--- src/design/sfd_pkg.sv ---
// ----------------------------------------------------------------------------
// sfd_pkg
// Shared types and constants of the serial frame deframer.
// ----------------------------------------------------------------------------
`default_nettype none

package sfd_pkg;

  localparam int MAX_DATA_DEF = 8;   // default payload capacity in bytes
  localparam int LEN_W        = 7;   // holds any length up to 127
  localparam logic [7:0] HEADER_BYTE = 8'h54;  // ASCII 'T'

  typedef enum logic [1:0] {
    STAT_OK      = 2'd0,
    STAT_BAD_HDR = 2'd1,
    STAT_BAD_LEN = 2'd2,
    STAT_BAD_SUM = 2'd3
  } status_t;

  typedef enum logic [2:0] {
    F_WAIT = 3'd0,
    F_IDH  = 3'd1,
    F_IDL  = 3'd2,
    F_LEN  = 3'd3,
    F_DATA = 3'd4,
    F_CSUM = 3'd5
  } front_state_t;

  typedef enum logic [1:0] {
    B_IDLE = 2'd0,
    B_READ = 2'd1,
    B_EMIT = 2'd2
  } back_state_t;

  // Command from the parser to the output side.
  typedef struct packed {
    logic              is_frame;  // 1: emit buffered frame, 0: single status beat
    status_t           status;
    logic [15:0]       id;
    logic [LEN_W-1:0]  len;
  } cmd_t;

endpackage

`default_nettype wire

--- src/design/sfd_ram.sv ---
// ----------------------------------------------------------------------------
// sfd_ram
// Generic single-write, single-read RAM with a registered read port.
// ----------------------------------------------------------------------------
`default_nettype none

module sfd_ram #(
  parameter int WIDTH = 8,
  parameter int DEPTH = 8,
  parameter int AW    = (DEPTH > 1) ? $clog2(DEPTH) : 1
) (
  input  wire logic             clk,
  input  wire logic             wr_en,
  input  wire logic [AW-1:0]    wr_addr,
  input  wire logic [WIDTH-1:0] wr_data,
  input  wire logic             rd_en,
  input  wire logic [AW-1:0]    rd_addr,
  output logic      [WIDTH-1:0] rd_data
);

  logic [WIDTH-1:0] mem_r [DEPTH];

  always_ff @(posedge clk) begin
    if (wr_en) begin
      mem_r[wr_addr] <= wr_data;
    end
    if (rd_en) begin
      rd_data <= mem_r[rd_addr];
    end
  end

endmodule

`default_nettype wire

--- src/design/sfd_cmd_queue.sv ---
// ----------------------------------------------------------------------------
// sfd_cmd_queue
// Two-entry command queue between the parser and the output sequencer.
// ----------------------------------------------------------------------------
`default_nettype none

module sfd_cmd_queue
  import sfd_pkg::*;
(
  input  wire logic clk,
  input  wire logic rst_n,
  input  wire logic push,
  input  wire cmd_t push_cmd,
  input  wire logic pop,
  output cmd_t      head_cmd,
  output logic      full,
  output logic      empty
);

  cmd_t       entry_r [2];
  logic       wr_ptr_r, wr_ptr_nxt;
  logic       rd_ptr_r, rd_ptr_nxt;
  logic [1:0] count_r, count_nxt;

  assign full     = (count_r == 2'd2);
  assign empty    = (count_r == 2'd0);
  assign head_cmd = entry_r[rd_ptr_r];

  always_comb begin
    wr_ptr_nxt = wr_ptr_r ^ push;
    rd_ptr_nxt = rd_ptr_r ^ pop;
    count_nxt  = count_r + {1'b0, push} - {1'b0, pop};
  end

  always_ff @(posedge clk) begin
    if (!rst_n) begin
      wr_ptr_r <= 1'b0;
      rd_ptr_r <= 1'b0;
      count_r  <= 2'd0;
    end else begin
      wr_ptr_r <= wr_ptr_nxt;
      rd_ptr_r <= rd_ptr_nxt;
      count_r  <= count_nxt;
    end
  end

  always_ff @(posedge clk) begin
    if (push) begin
      entry_r[wr_ptr_r] <= push_cmd;
    end
  end

endmodule

`default_nettype wire

--- src/design/sfd_front.sv ---
// ----------------------------------------------------------------------------
// sfd_front
// Byte parser: tracks the frame header, fills the payload buffer, checks the
// additive checksum if enabled and queues one command per finished or rejected frame.
// ----------------------------------------------------------------------------
`default_nettype none

module sfd_front
  import sfd_pkg::*;
#(
  parameter int MAX_DATA = MAX_DATA_DEF,
  parameter int AW       = (MAX_DATA > 1) ? $clog2(MAX_DATA) : 1
) (
  input  wire logic          clk,
  input  wire logic          rst_n,
  input  wire logic          cfg_wr_en,
  input  wire logic          cfg_wr_data,
  input  wire logic          in_tvalid,
  output logic               in_tready,
  input  wire logic [7:0]    in_byte,
  input  wire logic          q_full,
  output logic               q_push,
  output cmd_t               q_cmd,
  input  wire logic          buf_done,
  output logic               ram_wr_en,
  output logic [AW-1:0]      ram_wr_addr,
  output logic [7:0]         ram_wr_data
);

  localparam logic [7:0] MAX_B = 8'(MAX_DATA);

  front_state_t     state_r, state_nxt;
  logic             cks_en_r;
  logic             busy_r, busy_nxt;
  logic [15:0]      id_r, id_nxt;
  logic [LEN_W-1:0] len_r, len_nxt;
  logic [LEN_W-1:0] cnt_r, cnt_nxt;
  logic [7:0]       sum_r, sum_nxt;
  logic             accept;
  logic [LEN_W-1:0] cnt_inc;

  // Data bytes wait while the previous frame is still read out of the buffer.
  assign in_tready = !q_full && !(state_r == F_DATA && busy_r);
  assign accept    = in_tvalid && in_tready;
  assign cnt_inc   = cnt_r + LEN_W'(1);

  assign ram_wr_addr = cnt_r[AW-1:0];
  assign ram_wr_data = in_byte;

  always_comb begin
    state_nxt = state_r;
    id_nxt    = id_r;
    len_nxt   = len_r;
    cnt_nxt   = cnt_r;
    sum_nxt   = sum_r;
    q_push    = 1'b0;
    q_cmd     = '{is_frame: 1'b0, status: STAT_OK, id: id_r, len: len_r};
    ram_wr_en = 1'b0;
    if (accept) begin
      unique case (state_r)
        F_IDH: begin
          id_nxt    = {in_byte, 8'h00};
          sum_nxt   = in_byte;
          state_nxt = F_IDL;
        end
        F_IDL: begin
          id_nxt    = {id_r[15:8], in_byte};
          sum_nxt   = sum_r + in_byte;
          state_nxt = F_LEN;
        end
        F_LEN: begin
          if (in_byte > MAX_B) begin
            q_push    = 1'b1;
            q_cmd     = '{is_frame: 1'b0, status: STAT_BAD_LEN, id: id_r, len: '0};
            state_nxt = F_WAIT;
          end else begin
            len_nxt = in_byte[LEN_W-1:0];
            sum_nxt = sum_r + in_byte;
            if (in_byte != 8'd0) begin
              state_nxt = F_DATA;
            end else if (cks_en_r) begin
              state_nxt = F_CSUM;
            end else begin
              q_push    = 1'b1;
              q_cmd     = '{is_frame: 1'b1, status: STAT_OK, id: id_r, len: '0};
              state_nxt = F_WAIT;
            end
          end
        end
        F_DATA: begin
          ram_wr_en = 1'b1;
          cnt_nxt   = cnt_inc;
          sum_nxt   = sum_r + in_byte;
          if (cnt_inc >= len_r) begin
            if (cks_en_r) begin
              state_nxt = F_CSUM;
            end else begin
              q_push    = 1'b1;
              q_cmd     = '{is_frame: 1'b1, status: STAT_OK, id: id_r, len: len_r};
              state_nxt = F_WAIT;
            end
          end
        end
        F_CSUM: begin
          q_push = 1'b1;
          if (in_byte == sum_r) begin
            q_cmd = '{is_frame: 1'b1, status: STAT_OK, id: id_r, len: len_r};
          end else begin
            q_cmd = '{is_frame: 1'b0, status: STAT_BAD_SUM, id: id_r, len: len_r};
          end
          state_nxt = F_WAIT;
        end
        default: begin
          id_nxt  = '0;
          len_nxt = '0;
          cnt_nxt = '0;
          sum_nxt = '0;
          if (in_byte == HEADER_BYTE) begin
            state_nxt = F_IDH;
          end else begin
            q_push    = 1'b1;
            q_cmd     = '{is_frame: 1'b0, status: STAT_BAD_HDR, id: '0, len: '0};
            state_nxt = F_WAIT;
          end
        end
      endcase
    end
    // The buffer stays owned by the output side until its last byte is read.
    busy_nxt = (busy_r && !buf_done) ||
               (q_push && q_cmd.is_frame && (q_cmd.len != '0));
  end

  always_ff @(posedge clk) begin
    if (!rst_n) begin
      state_r  <= F_WAIT;
      cks_en_r <= 1'b1;
      busy_r   <= 1'b0;
      id_r     <= '0;
      len_r    <= '0;
      cnt_r    <= '0;
      sum_r    <= '0;
    end else begin
      state_r <= state_nxt;
      busy_r  <= busy_nxt;
      id_r    <= id_nxt;
      len_r   <= len_nxt;
      cnt_r   <= cnt_nxt;
      sum_r   <= sum_nxt;
      if (cfg_wr_en) begin
        cks_en_r <= cfg_wr_data;
      end
    end
  end

endmodule

`default_nettype wire

--- src/design/sfd_back.sv ---
// ----------------------------------------------------------------------------
// sfd_back
// Output sequencer: turns queued commands into result beats, reading the
// payload buffer one byte per beat for good frames.
// ----------------------------------------------------------------------------
`default_nettype none

module sfd_back
  import sfd_pkg::*;
#(
  parameter int MAX_DATA = MAX_DATA_DEF,
  parameter int AW       = (MAX_DATA > 1) ? $clog2(MAX_DATA) : 1
) (
  input  wire logic          clk,
  input  wire logic          rst_n,
  input  wire logic          q_empty,
  input  wire cmd_t          q_head,
  output logic               q_pop,
  output logic               buf_done,
  output logic               ram_rd_en,
  output logic [AW-1:0]      ram_rd_addr,
  input  wire logic [7:0]    ram_rd_data,
  output logic               out_tvalid,
  input  wire logic          out_tready,
  output logic [39:0]        out_tdata,
  output logic               out_tlast
);

  back_state_t      state_r, state_nxt;
  logic [15:0]      id_r, id_nxt;
  logic [LEN_W-1:0] len_r, len_nxt;
  logic [LEN_W-1:0] idx_r, idx_nxt;
  logic [LEN_W-1:0] idx_inc;
  logic             slot_free;

  logic             ov_r, ov_nxt;
  logic             load;
  status_t          o_status;
  logic [15:0]      o_id;
  logic [3:0]       o_len;
  logic [2:0]       o_idx;
  logic [7:0]       o_byte;
  logic             o_last;
  logic [39:0]      data_r;
  logic             last_r;

  assign slot_free   = !ov_r || out_tready;
  assign idx_inc     = idx_r + LEN_W'(1);
  assign ram_rd_addr = idx_r[AW-1:0];
  assign out_tvalid  = ov_r;
  assign out_tdata   = data_r;
  assign out_tlast   = last_r;

  always_comb begin
    state_nxt = state_r;
    id_nxt    = id_r;
    len_nxt   = len_r;
    idx_nxt   = idx_r;
    q_pop     = 1'b0;
    buf_done  = 1'b0;
    ram_rd_en = 1'b0;
    load      = 1'b0;
    o_status  = q_head.status;
    o_id      = q_head.id;
    o_len     = 4'(q_head.len);
    o_idx     = '0;
    o_byte    = '0;
    o_last    = 1'b1;
    unique case (state_r)
      B_IDLE: begin
        if (!q_empty && slot_free) begin
          q_pop = 1'b1;
          if (q_head.is_frame && (q_head.len != '0)) begin
            id_nxt    = q_head.id;
            len_nxt   = q_head.len;
            idx_nxt   = '0;
            state_nxt = B_READ;
          end else begin
            // Status beat or an empty frame: one beat straight from the command.
            load = 1'b1;
          end
        end
      end
      B_READ: begin
        ram_rd_en = 1'b1;
        state_nxt = B_EMIT;
      end
      B_EMIT: begin
        o_status = STAT_OK;
        o_id     = id_r;
        o_len    = 4'(len_r);
        o_idx    = 3'(idx_r);
        o_byte   = ram_rd_data;
        o_last   = (idx_inc == len_r);
        if (slot_free) begin
          load = 1'b1;
          if (o_last) begin
            buf_done  = 1'b1;
            state_nxt = B_IDLE;
          end else begin
            idx_nxt   = idx_inc;
            state_nxt = B_READ;
          end
        end
      end
      default: begin
        state_nxt = B_IDLE;
      end
    endcase
    ov_nxt = load || (ov_r && !out_tready);
  end

  always_ff @(posedge clk) begin
    if (!rst_n) begin
      state_r <= B_IDLE;
      ov_r    <= 1'b0;
    end else begin
      state_r <= state_nxt;
      ov_r    <= ov_nxt;
    end
  end

  always_ff @(posedge clk) begin
    id_r  <= id_nxt;
    len_r <= len_nxt;
    idx_r <= idx_nxt;
    if (load) begin
      data_r <= {7'b0, o_byte, o_idx, o_len, o_id, o_status};
      last_r <= o_last;
    end
  end

endmodule

`default_nettype wire

--- src/design/serial_frame_deframer_core.sv ---
// ----------------------------------------------------------------------------
// serial_frame_deframer_core
// Rebuilds 'T'-headed frames from a byte stream, checks the additive
// checksum when enabled and emits one beat per data byte or one status beat.
// ----------------------------------------------------------------------------
// Input: one byte per cycle while the command queue is not full; data bytes
//   of a new frame wait until the prior frame's payload is read out.
// Output: after a result's closing byte is accepted, its command is queued and
//   its first beat loaded into the output register (a frame with payload reads
//   the buffer first); payload beats are paced by the buffer read and output register.
// Reset (rst_n low, synchronous): parser waits for a header, queue and
//   output are emptied, checksum_enabled returns to 1.
`default_nettype none

module serial_frame_deframer_core
  import sfd_pkg::*;
#(
  parameter int MAX_DATA = MAX_DATA_DEF
) (
  input  wire logic        clk,
  input  wire logic        rst_n,
  input  wire logic        cfg_wr_en,
  input  wire logic        cfg_wr_data,   // checksum_enabled
  input  wire logic        in_tvalid,
  output logic             in_tready,
  input  wire logic [7:0]  in_tdata,      // [7:0] byte_value
  output logic             out_tvalid,
  input  wire logic        out_tready,
  // [1:0] status, [17:2] frame_id, [21:18] frame_length, [24:22] data_index,
  // [32:25] data_byte, [39:33] zero
  output logic [39:0]      out_tdata,
  output logic             out_tlast      // last
);

  localparam int AW = (MAX_DATA > 1) ? $clog2(MAX_DATA) : 1;

  logic          q_push, q_pop, q_full, q_empty;
  cmd_t          q_cmd, q_head;
  logic          buf_done;
  logic          ram_wr_en, ram_rd_en;
  logic [AW-1:0] ram_wr_addr, ram_rd_addr;
  logic [7:0]    ram_wr_data, ram_rd_data;

  sfd_front #(.MAX_DATA(MAX_DATA), .AW(AW)) u_front (
    .clk         (clk),
    .rst_n       (rst_n),
    .cfg_wr_en   (cfg_wr_en),
    .cfg_wr_data (cfg_wr_data),
    .in_tvalid   (in_tvalid),
    .in_tready   (in_tready),
    .in_byte     (in_tdata),
    .q_full      (q_full),
    .q_push      (q_push),
    .q_cmd       (q_cmd),
    .buf_done    (buf_done),
    .ram_wr_en   (ram_wr_en),
    .ram_wr_addr (ram_wr_addr),
    .ram_wr_data (ram_wr_data)
  );

  sfd_cmd_queue u_queue (
    .clk      (clk),
    .rst_n    (rst_n),
    .push     (q_push),
    .push_cmd (q_cmd),
    .pop      (q_pop),
    .head_cmd (q_head),
    .full     (q_full),
    .empty    (q_empty)
  );

  sfd_ram #(.WIDTH(8), .DEPTH(MAX_DATA), .AW(AW)) u_payload (
    .clk     (clk),
    .wr_en   (ram_wr_en),
    .wr_addr (ram_wr_addr),
    .wr_data (ram_wr_data),
    .rd_en   (ram_rd_en),
    .rd_addr (ram_rd_addr),
    .rd_data (ram_rd_data)
  );

  sfd_back #(.MAX_DATA(MAX_DATA), .AW(AW)) u_back (
    .clk         (clk),
    .rst_n       (rst_n),
    .q_empty     (q_empty),
    .q_head      (q_head),
    .q_pop       (q_pop),
    .buf_done    (buf_done),
    .ram_rd_en   (ram_rd_en),
    .ram_rd_addr (ram_rd_addr),
    .ram_rd_data (ram_rd_data),
    .out_tvalid  (out_tvalid),
    .out_tready  (out_tready),
    .out_tdata   (out_tdata),
    .out_tlast   (out_tlast)
  );

endmodule

`default_nettype wire
--- config.mk ---
export PLATFORM = sky130hd
export DESIGN_NAME = serial_frame_deframer_core
export DESIGN_NICKNAME = d
export VERILOG_FILES = /design/src/design/sfd_pkg.sv /design/src/design/sfd_ram.sv /design/src/design/sfd_cmd_queue.sv /design/src/design/sfd_front.sv /design/src/design/sfd_back.sv /design/src/design/serial_frame_deframer_core.sv
export SDC_FILE = /design/constraint.sdc
export NUM_CORES = 1
export LEC_CHECK = 0
export ABC_AREA = 1
export BUFFER_PORTS_ARGS = -buffer_cell sky130_fd_sc_hd__buf_2
export CAP_MARGIN = 0
export CELL_PAD_IN_SITES_DETAIL_PLACEMENT = 0
export CELL_PAD_IN_SITES_GLOBAL_PLACEMENT = 2
export CORE_ASPECT_RATIO = 0.9
export CORE_MARGIN = 3
export CORE_UTILIZATION = 40
export CTS_CLUSTER_DIAMETER = 150
export DETAILED_ROUTE_END_ITERATION = 10
export PLACE_DENSITY_LB_ADDON = 0.1
export SYNTH_ARGS = -nofsm -noshare
export SYNTH_HDL_FRONTEND = slang
export SYNTH_HIERARCHICAL = 1
export SYNTH_SLANG_ARGS = --single-unit
--- constraint.sdc ---
create_clock -name clk -period 3.5 [get_ports clk]
set_input_delay 0.175 -clock clk [delete_from_list [all_inputs] [get_ports clk]]
set_output_delay 0.175 -clock clk [all_outputs]
set_load 0.01 [all_outputs]
==> results.toml <==
[logic_synthesis]
synth-edff-count = 188
syn_inst = 1073
synth_cell_types = 47
synth-seq-cells = 239
synth-async-reset-ratio_pct = 0
synthFlopType = "edfxtp_1"
seq_area_frac_synth_pct = 61.1
yosysWarnings = 6
avgSynthCellArea_sq_um = 10.2
syn_area_sq_um = 10900

[final_layout]
num_antenna_cells = 0
nNetsFinal = 1163
final_cells = 1496
drive_gt1_share_pct = 13.7
syn2layout_area_growth_pct = 12.0
fillerInstances = 2542

[drt]
drt_first_pass_iters = 4
wl_microns = 22700
wire_per_inst_microns = 15.2
via_per_inst = 4.62
drt_iter0_markers = 419
drt.antenna.violating_nets = 0
route.detailed.drc = 0
vias = 6912

[hold_path]
hold_end = "u_payload/mem_r[1][7]"
min_from = "in_tdata[7]"
hold_path_class = "primary input to flop"
worst_hold_path.num_cells = 1

[sta]
slew_viol_final = 0
fin_tns_setup_ns = 0
final_hold_viol_count = 0
whs_ns = 0.0414
fmax_mhz = 334
setup_slack_ns = 0.503
grt_setup_unrepaired = "no"
finalCriticalPeriod_ns = 3.00
final.period_utilization_pct = 85.6
worstMarginPinSlew_ns = 1.17
max_slew_margin_pct = 22.2
finalClockSkew_ns = 0.0120
setup_viol = 0

[global_route]
grt_pass1_wl_microns = 36600
antenna_found_initial = 0
grt_usage_pct = 15.7
grt-ovfl-total = 0
grt_pass1_vias = 6449
grt_max_degree = 41

[pwr]
p_leak_nw = 5.16
vdd_drop_max_mv = 0.353
pwr_density_cell_nw_per_um2 = 751
finalPower_mw = 9.18

[setup_path]
critPathBufInv = 1
critPathMaxStageDelay_ns = 0.43
start_kind = "flop"
reg2reg_from = "u_front/cnt_r[0]"
cp_cell_sequence = "ha_1 > nand3_1 > nand3b_1 > xnor2_1 > ha_1 > nand2_1 > o21a_1 > o21ai_0 > nand2_1 > a21oi_1 > ha_1 > buf_12"
required_ns = 3.74
cp_top_family = "adder cells"
r2r_cells = 12
timing.rr.end = "u_queue/entry_r[1][22]"
setup.worst_path.end_class = "flop"
worstSetupPathType = "flop to flop"
critPathMaxFanout = 26
worstPathArrival_ns = 3.24
slowest_stage = "dfxtp_1"
rrSetupSlack_ns = 0.50
cp_common_cell = "ha_1"

[clocking]
cts_buffers = 27
cts_root_buf = "clkbuf_16"
post_cts_resized = 0
post_cts_buffers = 0
cts.htree.levels = 1
clk_latency_ns = 0.54
cts_tree = "built"
cts_max_path_buffers = 3
clk_pin_slew_ns = 0.06
cts_sinks = 239

[die]
coreArea_sq_um = 26500
initial_core_util_pct = 41.2
die_x_microns = 180
die_h_microns = 163
rows = 56
ioPinCount = 57
design.die.area_sq_um = 29300

[place]
portBuffers = 49
dp_slack_ns = 0.484
place_hpwl_microns = 15300
dp.cells = 1444
gp_congestion = 0.782

[job]
max_cap_violations = 0

[status]
status = "finished, final reports clean"
-- Yosys cell counts (2+ instances only) --
cell      number  share of area [%]
nor2_1        93                3.2
o21ai_1        3               0.14
buf_12         2               0.37
xor2_1         5               0.40
buf_6          8               0.83
nand2_4        3               0.31
nor3_1         6               0.28
inv_2         11               0.38
a211oi_1      12               0.83
a31oi_1        9               0.52
buf_2          3               0.14
a21oi_1       48                2.2
clkbuf_1       8               0.28
mux2_4        20                2.8
nor2_2         7               0.40
nand3b_1       2               0.14
o21bai_1       2               0.14
ha_1          21                2.4
a21o_1         3               0.21
nand4_1        3               0.17
dfxtp_1       51                9.4
mux2_2         6               0.62
nand3_2        2               0.18
nand2_1      261                9.0
buf_4         26                1.8
nor3b_1        2               0.14
xnor2_1        4               0.32
nor2_4         3               0.31
inv_1        162                5.6
nand3_1       53                2.4
o21ai_0       30                1.4
edfxtp_1     188                 52
clkinv_1       2              0.069
-- report_power, final --
group / leakage [nW] / switching, mW / internal [mW]
Clock: 0.391 / 1.11 / 1.51
Sequential: 2.16 / 0.198 / 3.86
Combinational: 2.61 / 1.64 / 0.863
-- worst max-delay path by stage --
stage | start | end | slack (ns) | depth (start not counted)
4_1_cts | u_front/cnt_r[0] | u_queue/entry_r[0][6] | 0.47 | 12
3_5_place_dp | u_front/cnt_r[0] | u_queue/entry_r[0][19] | 0.48 | 12
6_report | u_front/cnt_r[0] | u_queue/entry_r[1][22] | 0.50 | 12
2_1_floorplan | u_front/cnt_r[0] | u_queue/entry_r[0][0] | 0.47 | 11
5_1_grt | u_front/cnt_r[0] | u_queue/entry_r[0][6] | 0.14 | 12
3_3_place_gp | u_front/cnt_r[0] | u_queue/entry_r[1][21] | 0.56 | 12
-- state kept, by name, indices dropped and copies added, names as in the netlist, 2 cells and up, named ones only --
signal,cells
u_payload/mem_r,64
u_back/idx_r,7
u_payload/rd_data,8
u_front/state_r,3
u_back/out_tdata,33
u_queue/entry_r,52
u_back/id_r,16
u_front/id_r,16
u_front/len_r,7
u_back/len_r,7
u_queue/count_r,2
u_front/sum_r,8
u_back/state_r,2
u_front/cnt_r,7
-- layer usage --
metal,vias up,global-route usage [%],wire (microns)
met4,0,4.26,601
met1,3126,24.4,11700
li1,3589,-,-
met5,-,0,0
met3,38,2.55,1130
met2,159,22.7,9260
-- area by class of cell --
type	count	area (sq um)	share of cell area, %
sequential	239	6670	54.5
multi-input combinational	616	3240	26.5
clock buffer	40	724	5.92
inverter	176	663	5.42
tap	348	435	3.56
timing repair buffer	67	410	3.36
clock inverter	10	91.3	0.747
-- cells by family (layout without fill, tap and decap cells) --
family                   Yosys count  count (layout)  share of synthesized area, %
AO/OA/AOI/OAI                    113             113                          5.91
XOR/XNOR                           9               9                         0.722
adder cells (fa/ha/maj)           22              22                          2.59
buffers and inverters            224             293                          9.50
flip-flops                       239             239                          61.1
multiplexers                      26              26                          3.37
other                              1               7                        0.0344
AND/OR/NAND/NOR                  439             439                          16.8
-- per-stage QoR --
step	utilization (%)	area (sq um)
after detailed placement	43.0	11400
after floorplan	-	10900
after global routing	46.2	12200
final	46.2	12200
after global placement	43.0	11400
after CTS	46.2	12200
-- repair_timing --
action,4_1_cts,5_1_grt
setup endpoints to repair,0,0
hold buffers,2,0
endpoints found under the hold margin,1,0
-- layout by cell type (no fill, tap or decap), types with 12 or more instances in the layout --
cell / n
nand2_1: 261
edfxtp_1: 188
inv_1: 162
nor2_1: 92
nand3_1: 53
dfxtp_1: 51
buf_2: 49
a21oi_1: 48
o21ai_0: 30
clkbuf_16: 27
ha_1: 21
mux2_4: 20
buf_4: 14
clkbuf_1: 13
a211oi_1: 12
No activity file was read; power rests on OpenSTA's default activity.
